File: config.mk
export PLATFORM = sky130hd
export DESIGN_NAME = bfi_queue
export DESIGN_NICKNAME = d
export VERILOG_FILES = /design/src/rtl/bfi_pkg.sv /design/src/rtl/bfi_queue.sv
export SDC_FILE = /design/constraint.sdc
export NUM_CORES = 1
export LEC_CHECK = 0
export BUFFER_PORTS_ARGS = -buffer_cell sky130_fd_sc_hd__buf_2
export CORE_MARGIN = 1
export CORE_UTILIZATION = 35
export CTS_CLUSTER_DIAMETER = 80
export DETAILED_ROUTE_END_ITERATION = 10
export PLACE_DENSITY = 0.65
export SYNTH_ARGS = -nofsm -noshare
export SYNTH_HDL_FRONTEND = slang
export SYNTH_SLANG_ARGS = --single-unit
File: constraint.sdc
create_clock -name clk -period 2.7 [get_ports clk]
set_clock_uncertainty 0.2 [all_clocks]
set_input_delay 0 -clock clk [delete_from_list [all_inputs] [get_ports clk]]
set_output_delay 0 -clock clk [all_outputs]
set_load 0.01 [all_outputs]
File: src/rtl/bfi_pkg.sv
// Shared types and constants of the integral box filter.
// Used by the front, the queue and the back of the filter. No dependencies.
package bfi_pkg;

	localparam int MAX_WIDTH  = 1024;
	localparam int MAX_HEIGHT = 4096;
	localparam int COL_W      = 10;
	localparam int ROW_W      = 12;
	localparam int SLOT_W     = 4;                // 16 row slots >= 2*7+2
	localparam int K_W        = 4;                // kernel side, up to 15
	localparam int CS_W       = 12;               // column sum of up to 15 pixels
	localparam int SUM_W      = 16;
	localparam int HIST_N     = 15;               // column sums kept for the row window
	localparam int Q_DEPTH    = 4;
	localparam int Q_PTR_W    = 2;

	typedef enum logic [1:0] {
		REG_WIDTH  = 2'd0,
		REG_HEIGHT = 2'd1,
		REG_RADIUS = 2'd2,
		REG_SCALE  = 2'd3
	} reg_idx_t;

	// One classified pixel, from front to back.
	typedef struct packed {
		logic [7:0]        pixel;
		logic [COL_W-1:0]  x;
		logic [SLOT_W-1:0] y_slot;
		logic [SLOT_W-1:0] old_slot;
		logic              y_zero;
		logic              sub_row;
		logic              sub_col;
		logic [K_W-1:0]    k;
		logic              emit;
		logic              last;
		logic [COL_W-1:0]  ocol;
		logic [ROW_W-1:0]  orow;
	} pix_req_t;

endpackage

File: src/rtl/bfi_queue.sv
// Short request queue between front and back of the box filter.
// Depends on bfi_pkg.
module bfi_queue import bfi_pkg::*; (
	input  logic     clk,
	input  logic     arst_n,
	input  logic     push,
	input  pix_req_t wr,
	output logic     full,
	input  logic     pop,
	output logic     nonempty,
	output pix_req_t rd
);

	pix_req_t           ent_q [Q_DEPTH];
	logic [Q_PTR_W-1:0] wp_q;
	logic [Q_PTR_W-1:0] rp_q;
	logic [Q_PTR_W:0]   cnt_q;

	assign full     = (cnt_q == (Q_PTR_W+1)'(Q_DEPTH));
	assign nonempty = (cnt_q != '0);
	assign rd       = ent_q[rp_q];

	always_ff @(posedge clk) begin
		if (push) ent_q[wp_q] <= wr;
	end

	always_ff @(posedge clk or negedge arst_n) begin
		if (!arst_n) begin
			wp_q  <= '0;
			rp_q  <= '0;
			cnt_q <= '0;
		end else begin
			if (push) wp_q <= wp_q + 1'b1;
			if (pop) rp_q <= rp_q + 1'b1;
			cnt_q <= cnt_q + (Q_PTR_W+1)'(push) - (Q_PTR_W+1)'(pop);
		end
	end

endmodule

# Word level (Yosys, flattened, before mapping)
# Memory sizes are Yosys's and may differ from the RTL's.
# Cells that the tools add are included.
# word_totals
out_inout_bits	59
ramBits	228
inputBits	61
memories	1
reg_bits	7
word_cells	12
# op_classes
n_reduce_logical	1
n_eq_ne	1
add_sub_neg	4
mux	2
# memory_table
name	depth	word_bits	rd	rd_clocked_by_memory_dff	wr	line	text
ent_q	4	57	1	0	1	bfi_queue.sv:14	pix_req_t ent_q [Q_DEPTH];
# op_table
operator	count
$add 2x1->2 const B	2
$add 3x1->3	1
$eq 3x3->1 const B	1
$reduce_bool 3->1	1
$sub 3x1->3	1
$mux 1	2

# Longest topological paths before layout
# Gate-level depths: netlist of run 1.
# logic_depth
word_depth	2
mapped_depth	6
ltp_nobuf	6

# Worst setup path after synthesis of run 1
# OpenSTA, ideal clock, no wires.
# synth_timing
kind	reg-to-reg
startpoint	register wp_q[0]
endpoint	memory ent_q[0][0] in the netlist's numbering (enable)
path_slack_ns	0.110
path_stages_with_launch	4
path_buffers	0
arrival_time_ns	1.969
setup_time_ns	0.421
cell_sequence	dfrtp_1 -> inv_1 -> ha_1 -> and2_1
# synth_lines
element	line	text
start: declaration	bfi_queue.sv:15	logic [Q_PTR_W-1:0] wp_q;
start signal: assignment	bfi_queue.sv:33	if (push) wp_q <= wp_q + 1'b1;
end: declaration	bfi_queue.sv:14	
# Straight into the memory's write port.

==> run metrics, run 1 <==
Layout area overhead=28.09%; Clock H-tree levels=1; cell area power density=1032 nW/um^2; final setup fails=0; Comb power frac=28.1%; Total Routing Usage GR=13.11%; flops & latches, synth=235; Max FO, Critical Path=35; # IOs=120; Area after DPL=9681 sq um; Synth cell types=18; Mean Syn Cell Area=25.98 sq um; internal power=8.183 mW; Cell Chain, Critical Path=buf_4 -> mux4_2 -> buf_2; Synth area leaders=edfxtp_1 (79%), mux4_2 (15%), dfrtp_1 (2.0%); Worst Setup End Kind=primary output; status=completed; post-route ant nets=0; DP HPWL=9.759 mm; synth warn=0; Max-cap violations=0; die width=159.0 microns; RSZ-0062 raised after global routing=false; Longest Clk Path Bufs=3; Fin. Hold Viols=0; gr ovfl total=0; sw frac=28.21%; Worst-Skew Late Latency=0.50 ns; fmax=433.3 MHz; Primary FF master, synth=edfxtp_1; Clk network pwr share=27.5%; Synth top area share=79.38%; startpoint types=flop; TritonCTS Buffers=25; Critical Path Max Stage Delay=0.80 ns; share of cells above drive strength 1=41.34%; drt pass-1 iters=4; number of synthesized flops with an enable pin=228; Syn Std Cell Area=8625 sq um; family with the most delay on the worst path=flip-flops; Via density=4.641; Tcrit/Tclk final=85.47%; Total Wirelength=16.27 mm; minimum clock period=2.308 ns; diode count=0; vias in the first global route=4666; WS Path Type=reg -> out; Crit-path slowest cell=dfrtp_4; Seq pwr share=44.4%; largest net degree at the start of global routing=36; Worst-Margin Slew=0.5655 ns; P_leak=3.839 nW; Post-Syn Instances=332; DRT iter0 DRCs=210; routed len/inst=18.53 microns; post-route cell area=11050 sq um; Die Y=159.0 microns; DRC=0; initial antenna violation count=0; VDD IR-drop max=0.0005285 V; syn_nets=400; P_sw=3.216 mW; number of gates resized after CTS=0; WP buf/inv=2; CTS tree=yes; Critical Path AT=2.11 ns; commonest cells after routing, fill and taps aside=edfxtp_1 (228), buf_2 (119), dlygate4sd3_1 (61); Core Area=24250 sq um; most common cell after layout, fill and taps aside=edfxtp_1; nets=605; first-pass GRT wire length=25.66 mm; detailed-route via count=4075; Buffers on Ports=119; clk sink count=235; Rows=57; initial core utilization=35.57%; Hold Crit Class=in -> reg; Root Driver=clkbuf_16; FFs w/ async S/R, synth=2.979%; Setup TNS Final=0 ns; Slew headroom=62.30%; clk slew on worst S/H paths=0.06 ns; Seq/Total Area, Yosys=81.42%; GP Congestion=0.6777; Critical Path RT=2.50 ns; fin. max-slew vios=0; Filler Cells Inserted=2049; post-synth top area cell=edfxtp_1; die area=25270 sq um
==> registers in the layout, summed over array words and instances, names as in the netlist <==
register and cells:
cnt_q 3, ent_q 228, rp_q 2, wp_q 2
==> per-stage QoR <==
stage | hold slack [ns] | instances | power [mW] | utilization, % | setup slack [ns]
floorplan | -0.4956 | 332 | 7.166 | - | 0.1100
global placement | -0.3537 | 773 | 8.290 | 39.92 | 0.7624
detailed placement | -0.3472 | 773 | 8.381 | 39.92 | 0.7567
CTS | 0.02458 | 878 | 11.61 | 45.56 | 0.3295
global route | 0.04708 | 878 | 11.97 | 45.56 | 0.2603
finish | 0.05192 | 878 | 11.40 | 45.56 | 0.3924
==> per-layer routing <==
layer / GRT usage (%) / vias up / routed length (microns)
li1: - / 1825 / -
met1: 15.77 / 2122 / 6719
met2: 23.56 / 101 / 8462
met3: 2.813 / 27 / 767
met4: 3.934 / 0 / 320
met5: 0 / - / 0
==> synth_stat cells (2+ instances only) <==
library cell and instances:
ha_1 6, dfrtp_1 7, xor2_1 3, and2_1 4, buf_4 4, edfxtp_1 228, xnor2_1 2, mux4_2 57
inv_1 6, buf_1 3, nand2_1 2, buf_2 3, buf_12 2
==> power by group through the flow <==
stage	logic (mW)	registers [mW]	clock network (mW)
global placement	3.18	5.11	0
finish	3.20	5.07	3.13
detailed placement	3.23	5.15	0
floorplan	2.18	4.99	0
CTS	3.31	5.08	3.22
global route	3.48	5.14	3.35
==> worst paths after layout <==
check / start / endpoint / slack, ns / depth (start not counted)
max in group asynchronous: arst_n / rp_q[0] / 1.67 / 3
min in group asynchronous: arst_n / rp_q[1] / 0.30 / 3
min reg2reg: wp_q[0] / wp_q[0] / 0.34 / 1
max: rp_q[1] / rd[29] / 0.39 / 3
min: wr[25] / ent_q[1][25] / 0.05 / 2
max reg2reg: wp_q[0] / ent_q[2][26] / 0.77 / 4
==> timing repair <==
item | CTS | global route
setup buffers | 0 | 0
hold buffers | 61 | 0
hold endpoints to repair | 317 | 0
==> layout make-up <==
class	instances	area, sq um	share of cell area (%)
sequential	235	7029	63.63
tap	324	405.4	3.670
timing repair buffer	191	1351	12.23
clock inverter	11	90.09	0.8155
multi-input combinational	78	1483	13.42
clock buffer	33	665.6	6.026
inverter	6	22.52	0.2039
==> kinds of logic after synthesis <==
kind of cell               count (synthesis)  share of synthesized area [%]
muxes                                     57                          14.88
and+or+nand+nor                            8                         0.5223
adders and majority gates                  7                          1.103
AOI/OAI and AO/OA                          1                        0.05797
xor gates and xnor gates                   5                         0.5079
buffers and inverters                     19                          1.509
DFF                                      235                          81.42
No activity file was read; power rests on OpenSTA's default activity.
==> run 2: changes to the inputs <==
--- a/config.mk
+++ b/config.mk
@@ -10,7 +10,7 @@
 export CORE_UTILIZATION = 35
 export CTS_CLUSTER_DIAMETER = 80
 export DETAILED_ROUTE_END_ITERATION = 10
-export PLACE_DENSITY = 0.65
+export PLACE_DENSITY_LB_ADDON = 0.2
 export SYNTH_ARGS = -nofsm -noshare
 export SYNTH_HDL_FRONTEND = slang
 export SYNTH_SLANG_ARGS = --single-unit
==> run metrics, run 2 (same netlist as run 1, synthesis figures left out) <==
Via density=4.601 (-0.87%); Multi-input gate area=1483 sq um (unchanged); Hold Crit Class=in -> reg; met3 Usage GRT=2.396% (-0.42 points); Critical Path RT=2.50 ns (about the same); clk slew on worst S/H paths=0.06 ns (about the same); routed len/inst=18.29 microns (-1.3%); Longest Clk Path Bufs=3 (unchanged); WS Path Type=reg -> out; Crit-path slowest cell=mux4_2; worst hold path cell count=2 (unchanged); fin. max-slew vios=0 (unchanged); die width=159.0 microns (unchanged); P_sw=3.217 mW (about the same); drt pass-1 iters=4 (unchanged); Die Y=159.0 microns (unchanged); family with the most delay on the worst path=buffers and inverters; DRC=0 (unchanged); Max-cap violations=0 (unchanged); Most flops, register=ent_q; Clock H-tree levels=1 (unchanged); Max FO, Critical Path=24 (-31%); GP Congestion=0.6952 (+2.6%); gr ovfl total=0 (unchanged); Hold Crit Start=wr[52]; Rows=57 (unchanged); clk sink count=235 (unchanged); internal power=8.050 mW (-1.6%); Worst Setup End Kind=primary output; DRT iter0 DRCs=189 (-10%); Clk network pwr share=26.4% (-1.1 points); detailed-route via count=4035 (-0.98%); share of cells above drive strength 1=40.69% (-0.65 points); Total Routing Usage GR=13.15% (+0.047 points); initial core utilization=35.57% (unchanged); FF-to-FF setup slack=0.74 ns (-0.03 ns); Seq pwr share=43.8% (-0.6 points); first-pass GRT wire length=25.62 mm (-0.16%); CP startpoint=rp_q[0]; top flop regs=ent_q: 228 flops, cnt_q: 3 flops; Critical Path Max Stage Delay=0.60 ns (-0.20 ns); Total Wirelength=16.04 mm (-1.4%); Layout area overhead=27.59%; Core Area=24250 sq um (unchanged); commonest cells after routing, fill and taps aside=edfxtp_1 (228), buf_2 (119), dlygate4sd3_1 (61); CTS tree=yes; cell area power density=1024 nW/um^2 (-0.76%); die area=25270 sq um (unchanged); VDD IR-drop max=0.0005210 V (-1.4%); RSZ-0062 raised after global routing=false; Comb power frac=29.7% (+1.6 points); total setup buffers inserted after CTS=0 (unchanged); pre-CTS WS=0.6960 ns (-0.06074 ns); Critical Path AT=2.13 ns (+0.02 ns); Worst-Margin Slew=0.5224 ns (-0.04308 ns); Filler Cells Inserted=2121 (+3.5%); WP buf/inv=2 (unchanged); Setup TNS Final=0 ns (unchanged); post-route ant nets=0 (unchanged); initial antenna violation count=0 (unchanged); sw frac=28.55% (+0.34 points); diode count=0 (unchanged); Final WS setup=0.3731 ns (-0.01928 ns); Cell Chain, Critical Path=buf_4 -> mux4_2 -> buf_2; # IOs=120 (unchanged); Tcrit/Tclk final=86.18% (+0.71 points); final setup fails=0 (unchanged); fmax=429.8 MHz (-0.83%); DP HPWL=9.460 mm (-3.1%); reg2reg path depth=4 (unchanged); status=completed; Hold Path End=ent_q[0][52]; grt met2 use=22.29% (-1.3 points); RR Endpoint=ent_q[0][16]; minimum clock period=2.327 ns (+0.01928 ns); largest net degree at the start of global routing=41 (+14%); number of flip-flops in the largest register=228 (unchanged); Worst-Skew Late Latency=0.49 ns (about the same); Root Driver=clkbuf_16; most common cell after layout, fill and taps aside=edfxtp_1; Critical R2R Launch=wp_q[0]; TritonCTS Buffers=25 (unchanged); met1 Usage GRT=17.50% (+1.7 points); P_leak=3.813 nW (-0.68%); grt peak-use layer=met2; Fin. Hold Viols=0 (unchanged); startpoint types=flop; vias in the first global route=4469 (-4.2%); nets=603 (-0.33%); Register Area=7027 sq um (about the same); Slew headroom=65.17% (+2.9 points); Buffers on Ports=119 (unchanged)
-- run 2: cell count changes in the layout (fill, tap and decap cells not counted), sizes merged --
cell      change
clkinv        +5
clkbuf        -3
buf           -2
bufinv        -1
clkinvlp      +1
inv           -1
-- run 2: per-layer routing --
| layer | share of wire [%] | vias to the layer above |
|---|---|---|
| met5 | 0 | - |
| li1 | - | 1822 |
| met2 | 49 | 103 |
| met3 | 4.5 | 28 |
| met4 | 2.3 | 0 |
| met1 | 44 | 2082 |
-- run 2: worst max path at each step --
stage | slack, ns | end | cells past startpoint
after floorplan | 0.11 | ent_q[0][0] | 3
after CTS | 0.30 | rd[7] | 3
after global placement | 0.76 | ent_q[0][14] | 4
final | 0.37 | rd[7] | 3
after global routing | 0.24 | rd[7] | 3
after detailed placement | 0.70 | ent_q[0][36] | 4
-- run 2: repair_timing --
item,in CTS,in global routing
hold buffers,61,0
endpoints found under the hold margin,262,0
gates resized for setup,0,0
-- run 2: power by group through the flow --
stage | sequential [mW] | clock [mW] | combinational, mW
global placement | 4.99 | 0 | 3.37
finish | 4.94 | 2.98 | 3.35
global route | 5.00 | 3.20 | 3.65
CTS | 4.95 | 3.07 | 3.48
detailed placement | 5.02 | 0 | 3.40
floorplan | 4.99 | 0 | 2.18
-- run 2: stage by stage --
step                instance area (sq um)  std cells  power [mW]  util [%]  hold slack, ns
finish                              11000        877       11.27     45.38         0.04519
global route                        11000        877       11.85     45.38         0.04265
CTS                                 11000        877       11.49     45.38         0.02556
detailed placement                   9676        771       8.420     39.90         -0.3465
global placement                     9676        771       8.355     39.90         -0.3473
floorplan                            8625        332       7.166         -         -0.4956
-- run 2: final cells by class --
cell class / count / area share (%)
flip-flops and latches: 235 / 63.85
multi-input cells: 78 / 13.47
repair buffers: 189 / 12.26
clock buffers: 30 / 5.856
well taps: 324 / 3.684
clock inverters: 15 / 0.6708
inverters: 6 / 0.2047
