<file path="config.mk">
export PLATFORM = sky130hd
export DESIGN_NAME = bfi_front
export DESIGN_NICKNAME = d
export VERILOG_FILES = /design/src/rtl/bfi_pkg.sv /design/src/rtl/bfi_front.sv
export SDC_FILE = /design/constraint.sdc
export NUM_CORES = 1
export LEC_CHECK = 0
export ABC_CLOCK_PERIOD_IN_PS = 4150
export BUFFER_PORTS_ARGS = -buffer_cell sky130_fd_sc_hd__buf_2
export CAP_MARGIN = 20
export CORE_MARGIN = 4
export CORE_UTILIZATION = 40
export DETAILED_ROUTE_END_ITERATION = 8
export HOLD_SLACK_MARGIN = 0.05
export PLACE_DENSITY_LB_ADDON = 0.25
export SYNTH_ARGS = -nofsm -noshare
export SYNTH_HDL_FRONTEND = slang
export SYNTH_SLANG_ARGS = --single-unit
</file>
<file path="constraint.sdc">
create_clock -name clk -period 4.15 [get_ports clk]
set_input_delay 0.2075 -clock clk [delete_from_list [all_inputs] [get_ports clk]]
set_output_delay 0.2075 -clock clk [all_outputs]
set_load 0.02 [all_outputs]
</file>
<file path="src/rtl/bfi_pkg.sv">
// Shared types and constants of the integral box filter.
// Used by the front, the queue and the back of the filter. No dependencies.
package bfi_pkg;

	localparam int MAX_WIDTH  = 1024;
	localparam int MAX_HEIGHT = 4096;
	localparam int COL_W      = 10;
	localparam int ROW_W      = 12;
	localparam int SLOT_W     = 4;                // 16 row slots >= 2*7+2
	localparam int K_W        = 4;                // kernel side, up to 15
	localparam int CS_W       = 12;               // column sum of up to 15 pixels
	localparam int SUM_W      = 16;
	localparam int HIST_N     = 15;               // column sums kept for the row window
	localparam int Q_DEPTH    = 4;
	localparam int Q_PTR_W    = 2;

	typedef enum logic [1:0] {
		REG_WIDTH  = 2'd0,
		REG_HEIGHT = 2'd1,
		REG_RADIUS = 2'd2,
		REG_SCALE  = 2'd3
	} reg_idx_t;

	// One classified pixel, from front to back.
	typedef struct packed {
		logic [7:0]        pixel;
		logic [COL_W-1:0]  x;
		logic [SLOT_W-1:0] y_slot;
		logic [SLOT_W-1:0] old_slot;
		logic              y_zero;
		logic              sub_row;
		logic              sub_col;
		logic [K_W-1:0]    k;
		logic              emit;
		logic              last;
		logic [COL_W-1:0]  ocol;
		logic [ROW_W-1:0]  orow;
	} pix_req_t;

endpackage

</file>
<file path="src/rtl/bfi_front.sv">
// Front of the box filter: configuration registers, raster counters and
// classification of each pixel. Depends on bfi_pkg.
module bfi_front import bfi_pkg::*; (
	input  logic             clk,
	input  logic             arst_n,
	input  logic             cfg_valid,
	input  logic [1:0]       cfg_index,
	input  logic [15:0]      cfg_data,
	input  logic             acc,
	input  logic [7:0]       pixel,
	output pix_req_t         req,
	output logic [15:0]      scale
);

	logic [10:0]      width_q;
	logic [12:0]      height_q;
	logic [2:0]       radius_q;
	logic [15:0]      scale_q;
	logic [COL_W-1:0] col_q;
	logic [ROW_W-1:0] row_q;

	logic [10:0] w_eff;
	logic [12:0] h_eff;
	logic [3:0]  r2;
	logic [3:0]  k;
	logic [10:0] col_nx;
	logic [12:0] row_nx;

	always_comb begin
		w_eff = (width_q == 11'd0) ? 11'd1 :
			(width_q > 11'(MAX_WIDTH)) ? 11'(MAX_WIDTH) : width_q;
		h_eff = (height_q == 13'd0) ? 13'd1 :
			(height_q > 13'(MAX_HEIGHT)) ? 13'(MAX_HEIGHT) : height_q;
		r2 = {radius_q, 1'b0};
		k = r2 + 4'd1;
		col_nx = {1'b0, col_q} + 11'd1;
		row_nx = {1'b0, row_q} + 13'd1;
	end

	always_comb begin
		req.pixel    = pixel;
		req.x        = col_q;
		req.y_slot   = row_q[SLOT_W-1:0];
		req.old_slot = row_q[SLOT_W-1:0] - k;
		req.y_zero   = (row_q == '0);
		req.sub_row  = (row_q >= ROW_W'(k));
		req.sub_col  = (col_q >= COL_W'(k));
		req.k        = k;
		req.emit     = (col_q >= COL_W'(r2)) && (row_q >= ROW_W'(r2));
		req.last     = (col_nx == w_eff) && (row_nx == h_eff);
		req.ocol     = col_q - COL_W'(r2);
		req.orow     = row_q - ROW_W'(r2);
	end

	assign scale = scale_q;

	always_ff @(posedge clk or negedge arst_n) begin
		if (!arst_n) begin
			width_q  <= 11'd1024;
			height_q <= 13'd1024;
			radius_q <= 3'd1;
			scale_q  <= 16'd7282;
			col_q    <= '0;
			row_q    <= '0;
		end else if (cfg_valid) begin
			case (reg_idx_t'(cfg_index))
				REG_WIDTH:  width_q  <= cfg_data[10:0];
				REG_HEIGHT: height_q <= cfg_data[12:0];
				REG_RADIUS: radius_q <= cfg_data[2:0];
				REG_SCALE:  scale_q  <= cfg_data;
				default:    width_q  <= width_q;
			endcase
			col_q <= '0;
			row_q <= '0;
		end else if (acc) begin
			if (col_nx >= w_eff) begin
				col_q <= '0;
				row_q <= (row_nx >= h_eff) ? '0 : row_nx[ROW_W-1:0];
			end else begin
				col_q <= col_nx[COL_W-1:0];
			end
		end
	end

endmodule

</file>
* Word-level counts from Yosys, hierarchy flattened
Cells that the tools add are included.
Word-level totals: bits in registers 65, latch bits 0, memories kept 0, RAM bits 0, input bits 30, ROM bits 0, logic and storage cells 49
Cells by class: divide/modulo/power cells 0, add/sub/neg operators 6, eq/ne operators 5, bitwise gates (word level) 0, shift-type cells 0, reduce and logical (&&, ||, !) cells 13, mux-type cells 11, $mul 0, $lt $le $gt $ge 8
Operators with widths (count):
- two-way mux 12 bit | 4
- two-way mux 10 bit | 3
- two-way mux 13 bit | 2
- >= comparator 12 x 4 -> 1 bit | 2
- two-way mux 11 bit | 2
- >= comparator 10 x 4 -> 1 bit | 2
- adder 12 x 1 -> 13 bit, second input constant | 1
- == test 13 bit | 1
- >= comparator 13 bit | 1
- greater-than comparator 13 bit, second input constant | 1
- zero test 13 bit | 1
- zero test 12 bit | 1
- subtractor 12 x 4 -> 12 bit | 1
- adder 10 x 1 -> 11 bit, second input constant | 1
- == test 11 bit | 1
- >= comparator 11 bit | 1
- greater-than comparator 11 bit, second input constant | 1
- zero test 11 bit | 1
- AND reduction 2 bit | 5
- subtractor 10 x 4 -> 10 bit | 1
- adder 4 x 1 -> 4 bit, second input constant | 1
- == test 2 bit, second input constant | 2
- nonzero test 2 bit | 2
- subtractor 4 bit | 1
- 3 further kinds | 4

* Logic depth before layout (Yosys ltp)
Gate-level depths: netlist of the first run.
word-level depth 8, depth in mapped cells 13, mapped depth without buffers 11

* Worst setup path after synthesis of the first run
OpenSTA, ideal clock, no wires.
kind register to register, start register row_q[0], end register row_q[9], required time 4.060 ns, stages on the path, launching flop included 12, buffers on the path 1, path slack 1.090 ns, period minus slack after synthesis 3.060 ns, arrival time 2.970 ns, cell sequence dfrtp_1 ha_1 nand3_1 nor4_1 xnor2_1 ha_1 a211oi_1 o21ai_0 a211oi_4 o2111ai_1 buf_2 o221ai_1
Between the ends: word-level cells in the longest chain between the ends 6
RTL lines:
- from (decl) | line bfi_front.sv:20 | logic [ROW_W-1:0] row_q;
- from (signal assigned) | line bfi_front.sv:78 | row_q <= (row_nx >= h_eff) ? '0 : row_nx[ROW_W-1:0];
- adder 12 x 1 -> 13 bit (*) | line bfi_front.sv:37 | row_nx = {1'b0, row_q} + 13'd1;
- >= comparator 13 bit | line bfi_front.sv:78
- two-way mux 12 bit (*) | line bfi_front.sv:78
- two-way mux 12 bit (*) | line bfi_front.sv:76 | if (col_nx >= w_eff) begin
- two-way mux 12 bit (*) | line bfi_front.sv:75 | end else if (acc) begin
- two-way mux 12 bit (*) | line bfi_front.sv:65 | end else if (cfg_valid) begin
Every way passes the cells marked *; elsewhere a longest branch is shown, timed or not. The select of a mux whose other input is x is not followed. A chain may end at the register's enable or synchronous reset.

==> reports/metrics.yaml, run 1 <==
floorplanning:
  coreArea_mm2: 0.0105
  die_h_um: 112
  rows: 37
  die_area_mm2: 0.0126
  num_io_pins: 103
  die_w_um: 112
  initial_core_util_pct: 41.7
synthesis:
  synth_ff_type: "dfrtp_1"
  synth_top_cells_by_count: "dfrtp_1, mux2_2, nand2_1"
  ys_seq_area_share_pct: 37.6
  yosysMostFrequentCell: "dfrtp_1"
  synth.area.mux_share_pct: 11.1
  synthTopCellsByArea: "dfrtp_1, mux2_2, ha_1"
  synth_compound_area_share_pct: 9.98
  syn_area_mm2: 0.00436
  synth_nets: 506
  synth_warnings: 0
  synth_top_area_share_pct: 31.6
  yosysTopAreaCell: "dfrtp_1"
  synthCells: 436
  ys_seq_elements: 65
  async_flop_share_pct: 100
  synth_xor_area_share_pct: 6.63
  synth_top_family_by_area: "simple AND/OR/NAND/NOR gates"
  synth.distinct_cells: 53
  syn_area_per_cell_um2: 10.0
  synth-edff-count: 0
  synth-simple-area-share_pct: 15.8
  synth_adder_area_share_pct: 12.0
final_layout:
  area_growth_pct: 15.7
  fin_cells: 644
  final_nets: 573
  design_area_mm2: 0.00504
  diodes: 0
  drive_gt1_share_pct: 33.1
  utilization_pct: 48.2
sta:
  finClkSkew_ns: 0.00908
  timing.final.crit_share_pct: 91.6
  fmax_mhz: 263
  slew-limit-headroom_pct: 44.5
  worst-slew-pin-transition_ns: 0.832
  fin_tns_setup_ns: 0
  drv_slew: 0
  hold_viol: 0
  rsz0062_at_grt: "false"
  setup_viol: 0
  period_needed_ns: 3.80
route:
  routed_wirelength_um: 10800
  drc: 0
  first_pass_iters: 4
  wire_per_inst_um: 16.8
  vias: 3456
  drt-vias-per-instance: 5.37
  drt_iter0_markers: 137
  antenna_left: 0
power_and_ir_drop:
  cellLeakagePower_nw: 2.44
  seqPwrFrac_pct: 28.4
  power_density_mw_per_mm2: 644
  ir_drop_mv: 0.443
  switchingPower_mw: 1.42
  clkPwrFrac_pct: 21.0
  switching_share_pct: 43.6
  internal-power_mw: 1.83
  p_total_mw: 3.25
  comb_power_share_pct: 50.5
placed_design:
  placed_area_mm2: 0.00479
  hpwl_um: 8470
  port_buffers: 85
  place_inst: 628
  globalplace.congestion: 0.838
grt:
  grt.overflow.total: 0
  grt_pass1_vias: 3482
  grt_pass1_wl_um: 17700
  antenna_found_initial: 0
  grt_start_max_net_pins: 66
  grtUsageTotal_pct: 17.4
setup_path:
  critPathKind: "reg -> out"
  path_max_fanout: 10
  crit_path_end: "req[22]"
  reg2reg_to: "row_q[2]"
  crit_path_start: "row_q[0]"
  regToRegSetupSlack_ns: 0.48
  ff2ff_path_depth: 10
  cp.arrival_ns: 3.59
  rr_startpoint: "row_q[0]"
  start_kind: "register"
  crit_path_end_kind: "primary output"
  required_ns: 3.94
job:
  cap_viol_max_count: 0
cts:
  cts_root_buffer: "clkbuf_8"
  clock_path_buffers: 2
  cts-hold-fix-buffers: 0
  insertion_delay_ns: 0.35
  clock_sinks: 65
  cts-buffers-inserted: 9
  htree_levels: 3
  path_clk_slew_ns: 0.07
  cts_tree: "built"
run_status:
  status: "finished clean"
min_path:
  hold_path_class: "in -> async"
[timing repair]
item	in CTS	in global routing
setup endpoints to repair	0	7
resized for setup	0	1
endpoints found under the hold margin	0	0
setup buffers	0	0
[area by class of cell]
class	instances	area, µm²
clock inverter	6	115
multi-input combinational	310	2430
inverter	30	113
sequential	65	1640
fill	1043	5420
timing repair buffer	87	440
tap	136	170
clock buffer	10	138
[per-layer routing]
layer	track usage [%]	up-vias	share of wire [%]
met4	5.77	0	1.4
li1	-	1660	-
met5	0	-	0
met1	24.0	1682	46
met3	3.61	14	6.2
met2	27.3	100	46
[worst max-delay path: stages (launching register included)]
cell and delay [ns]:
dfrtp_1 0.56, ha_1 0.29, nand3_1 0.23, nor4_1 0.49, xnor2_1 0.15, ha_1 0.32, nand4_1 0.14, nor4_1 0.61
and2_1 0.28, buf_2 0.18
[per-stage QoR]
step	setup slack [ns]	hold slack (ns)
floorplan	1.09	-0.0881
global placement	0.439	0.415
detailed placement	0.278	0.415
CTS	0.250	0.0763
global route	0.0487	0.0908
finish	0.350	0.0337
[flip-flops by register name (all words and copies together), names as in the netlist]
name,cells
width_q,11
height_q,13
radius_q,3
scale,16
col_q,10
row_q,12
[power groups by stage]
stage / logic, mW / clock network, mW / registers (mW)
after floorplan: 1.19 / 0 / 0.927
after global placement: 1.61 / 0 / 0.926
after detailed placement: 1.66 / 0 / 0.937
after CTS: 1.66 / 0.698 / 0.925
after global routing: 1.83 / 0.720 / 0.950
final: 1.64 / 0.683 / 0.925
[cells in the final DEF, fill, tap and decap left out, types with 2 or more instances in the layout]
cell       instances
or3_1              2
o2bb2ai_1          4
inv_1             30
a21o_1             3
dfstp_2           10
a21oi_1           11
dfrtp_1           55
nand4b_1           3
ha_1              37
xor2_1            12
nor2b_1            2
nor3_2             2
clkbuf_8          10
mux2_2            42
bufinv_16          3
nand4_1            9
o221ai_1           7
a31oi_1            3
nand3_1           14
nor2_1            20
nor4_1             7
nand3b_1           5
buf_4              2
fa_1               3
a22o_1             8
o21ai_0           13
nand2_1           41
or2_2              4
and2_1             2
and3_1             4
nand2b_1           4
xnor2_1           21
o22ai_1            2
buf_2             85
clkinv_4           2
nor3_1             8
[worst min-delay path by stage]
stage / cells after the start / endpoint / startpoint / slack (ns)
after floorplan: 0 / col_q[0] / arst_n / -0.09
after global placement: 0 / req[49] / pixel[0] / 0.42
after detailed placement: 0 / req[49] / pixel[0] / 0.42
after CTS: 2 / scale[13] / arst_n / 0.08
after global routing: 2 / scale[15] / cfg_data[15] / 0.09
final: 2 / scale[13] / arst_n / 0.03
[logic make-up after synthesis]
logic type / after synthesis
buf+inv: 61
xor+xnor: 33
simple gates: 132
fa+ha+maj: 40
other cells: 1
compound gates: 61
mux: 43
flops: 65
(Power assumes the default switching activity.)
==> run 2: changes to the inputs <==
BUFFER_PORTS_ARGS = -buffer_cell sky130_fd_sc_hd__buf_4   (was -buffer_cell sky130_fd_sc_hd__buf_2)
CAP_MARGIN = unset   (was 20)
==> run 2 against run 1 <==
  * Non-clock buffer count stayed put
  * Largest power group unchanged
  * Cell count stayed put
  * Clock power is 18% lower
  * Sequential power barely moved
  * Highest routed layer unchanged
  * Combinational power rose by 9.8%
  * Critical path depth is the same
  * Power increased by 1.2%
  * First-iteration DRC count increased by 26%
==> reports/metrics.yaml, run 2 (synthesized netlist as in run 1, its figures left out) <==
cts:
  cts_setup_buffers: 0  # unchanged
  insertion_delay_ns: 0.34  # was 0.35 ns
  cts_root_buffer: "clkbuf_8"  # unchanged
  path_clk_slew_ns: 0.08  # was 0.07 ns
  cts-buffers-inserted: 9  # unchanged
  cts_tree: "built"  # unchanged
  clock_sinks: 65  # unchanged
  htree_levels: 3  # unchanged
  clock_path_buffers: 2  # unchanged
setup_path:
  cpMaxStageDelayCell: "dfrtp_1"  # was nor4_1
  ff2ff_path_depth: 10  # unchanged
  cp_slowest_stage_delay_ns: 0.56  # was 0.61 ns
  start_kind: "register"  # unchanged
  required_ns: 3.94  # about the same
  cp_top_family: "simple AND/OR/NAND/NOR gates"  # unchanged
  crit_buf_inv: 1  # unchanged
  crit_path_end_kind: "primary output"  # unchanged
  path_cells: "ha_1, nand3_1, nor4_1, xnor2_1, ha_1, nand4_1, nor4_1, and2_1, buf_4"  # was ha_1, nand3_1, nor4_1, xnor2_1, ha_1, nand4_1, nor4_1, and2_1, buf_2
  cp.arrival_ns: 3.56  # was 3.59 ns
  reg2reg_to: "row_q[10]"  # was row_q[2]
  critPathKind: "reg -> out"  # unchanged
  regToRegSetupSlack_ns: 0.42  # was 0.48 ns
  path_max_fanout: 10  # unchanged
  rr_startpoint: "row_q[0]"  # unchanged
route:
  vias: 3396  # was 3456
  drt-vias-per-instance: 5.27  # was 5.37
  antenna_left: 0  # unchanged
  drc: 0  # unchanged
  first_pass_iters: 4  # unchanged
  drt_iter0_markers: 172  # was 137
  wire_per_inst_um: 16.4  # was 16.8 µm
  routed_wirelength_um: 10600  # was 10800 µm
sta:
  worst-slew-pin-transition_ns: 0.818  # was 0.832 ns
  fmax_mhz: 266  # was 263 MHz
  fin_tns_setup_ns: 0  # unchanged
  rsz0062_at_grt: "false"  # unchanged
  drv_slew: 0  # unchanged
  period_needed_ns: 3.77  # was 3.80 ns
  finClkSkew_ns: 0.0124  # was 0.00908 ns
  worst_slack_ns: 0.385  # was 0.350 ns
  hold_viol: 0  # unchanged
  setup_viol: 0  # unchanged
  timing.final.crit_share_pct: 90.7  # was 91.6%
  slew-limit-headroom_pct: 45.4  # was 44.5%
final_layout:
  final_nets: 573  # unchanged
  n_fill_cell: 987  # was 1043
  diodes: 0  # unchanged
  utilization_pct: 49.8  # was 48.2%
  final_common_cell: "buf_4"  # was buf_2
  fin_cells: 644  # unchanged
  largest_reg_flops: 16  # unchanged
  drive_gt1_share_pct: 32.7  # was 33.1%
  final_cell_mix: "buf_4, dfrtp_1, mux2_2, nand2_1, ha_1"  # was buf_2, dfrtp_1, mux2_2, nand2_1, ha_1
  area_growth_pct: 19.5  # was 15.7%
grt:
  grtUsageTotal_pct: 16.7  # was 17.4%
  grt_pass1_wl_um: 17100  # was 17700 µm
  grt_pass1_vias: 3371  # was 3482
  antenna_found_initial: 0  # unchanged
  grt_start_max_net_pins: 66  # unchanged
  grt.overflow.total: 0  # unchanged
placed_design:
  place_inst: 627  # was 628
  globalplace.congestion: 0.835  # was 0.838
  port_buffers: 85  # unchanged
  hpwl_um: 8200  # was 8470 µm
  place_ws_ns: 0.263  # was 0.278 ns
min_path:
  min_to: "scale[14]"
  hp-start: "cfg_data[14]"
  min_delay_path_depth: 2
  hold_path_class: "in -> reg"  # was in -> async
floorplanning:
  initial_core_util_pct: 41.7  # unchanged
  die_w_um: 112  # unchanged
  die_h_um: 112  # unchanged
  rows: 37  # unchanged
  die_area_mm2: 0.0126  # unchanged
  num_io_pins: 103  # unchanged
  coreArea_mm2: 0.0105  # unchanged
power_and_ir_drop:
  power_density_mw_per_mm2: 631  # was 644 mW/mm²
  cellLeakagePower_nw: 2.48  # was 2.44 nW
  ir_drop_mv: 0.467  # was 0.443 mV
run_status:
  status: "finished clean"  # unchanged
job:
  cap_viol_max_count: 0  # unchanged
-- run 2: cell types whose count changed in the layout (fill, tap and decap cells not counted) --
cell | before | now
buf_4 | 2 | 86
clkbuf_8 | 10 | 11
dlygate4sd3_1 | 0 | 1
bufinv_16 | 3 | 1
clkinv_4 | 2 | 1
clkinv_2 | 0 | 1
buf_2 | 85 | 0
clkbuf_1 | 0 | 1
-- run 2: area by class of cell --
class | count | area [µm²] | area share, %
Multi-Input combinational cell | 310 | 2430 | 46.6
Sequential cell | 65 | 1640 | 31.4
Timing Repair Buffer | 87 | 656 | 12.6
Tap cell | 136 | 170 | 3.26
Clock buffer | 12 | 155 | 2.98
Inverter | 30 | 113 | 2.16
Clock inverter | 4 | 51.3 | 0.984
-- run 2: stage by stage --
stage                     hold WS [ns]  power, mW  instance area [µm²]
after global routing             0.102       3.52                 5210
final                            0.101       3.29                 5210
after global placement           0.368       2.70                 4990
after detailed placement         0.346       2.75                 4990
after CTS                       0.0920       3.31                 5210
after floorplan                -0.0881       2.12                 4360
-- run 2: layer usage --
| layer | vias to the layer above | part of all wire, % | track usage (%) |
|---|---|---|---|
| met4 | 0 | 0.86 | 4.97 |
| li1 | 1662 | - | - |
| met1 | 1626 | 47 | 23.1 |
| met2 | 102 | 46 | 26.5 |
| met3 | 6 | 6.1 | 3.50 |
| met5 | - | 0 | 0 |
-- run 2: how the worst max path moves through the flow --
| stage | slack [ns] | start | depth (start not counted) | to |
|---|---|---|---|---|
| floorplan | 1.09 | row_q[0] | 11 | row_q[9] |
| global placement | 0.46 | row_q[0] | 10 | row_q[4] |
| detailed placement | 0.26 | row_q[0] | 10 | row_q[8] |
| CTS | 0.25 | row_q[0] | 10 | row_q[8] |
| global route | 0.08 | row_q[0] | 10 | row_q[9] |
| finish | 0.38 | row_q[0] | 9 | req[22] |
-- run 2: what timing repair did --
item,4_1_cts,5_1_grt
gates resized for setup,0,1
hold endpoints to repair,55,0
setup endpoints to repair,0,11
hold buffers,1,0
-- run 2: where the power goes --
group / total [mW] / switching (mW) / internal (mW)
clock: 0.563 / 0.252 / 0.311
combinational: 1.80 / 1.00 / 0.802
sequential: 0.926 / 0.158 / 0.768
total: 3.29 / 1.41 / 1.88
-- run 2: worst register-to-register path: stages, from the launching register on --
cell and delay, ns:
dfrtp_1 0.56, ha_1 0.30, nand3_1 0.24, nor4_1 0.49, xnor2_1 0.22, ha_1 0.29, a211oi_1 0.23, o21ai_0 0.18
a211oi_4 0.43, o2111ai_2 0.40, o221ai_1 0.30
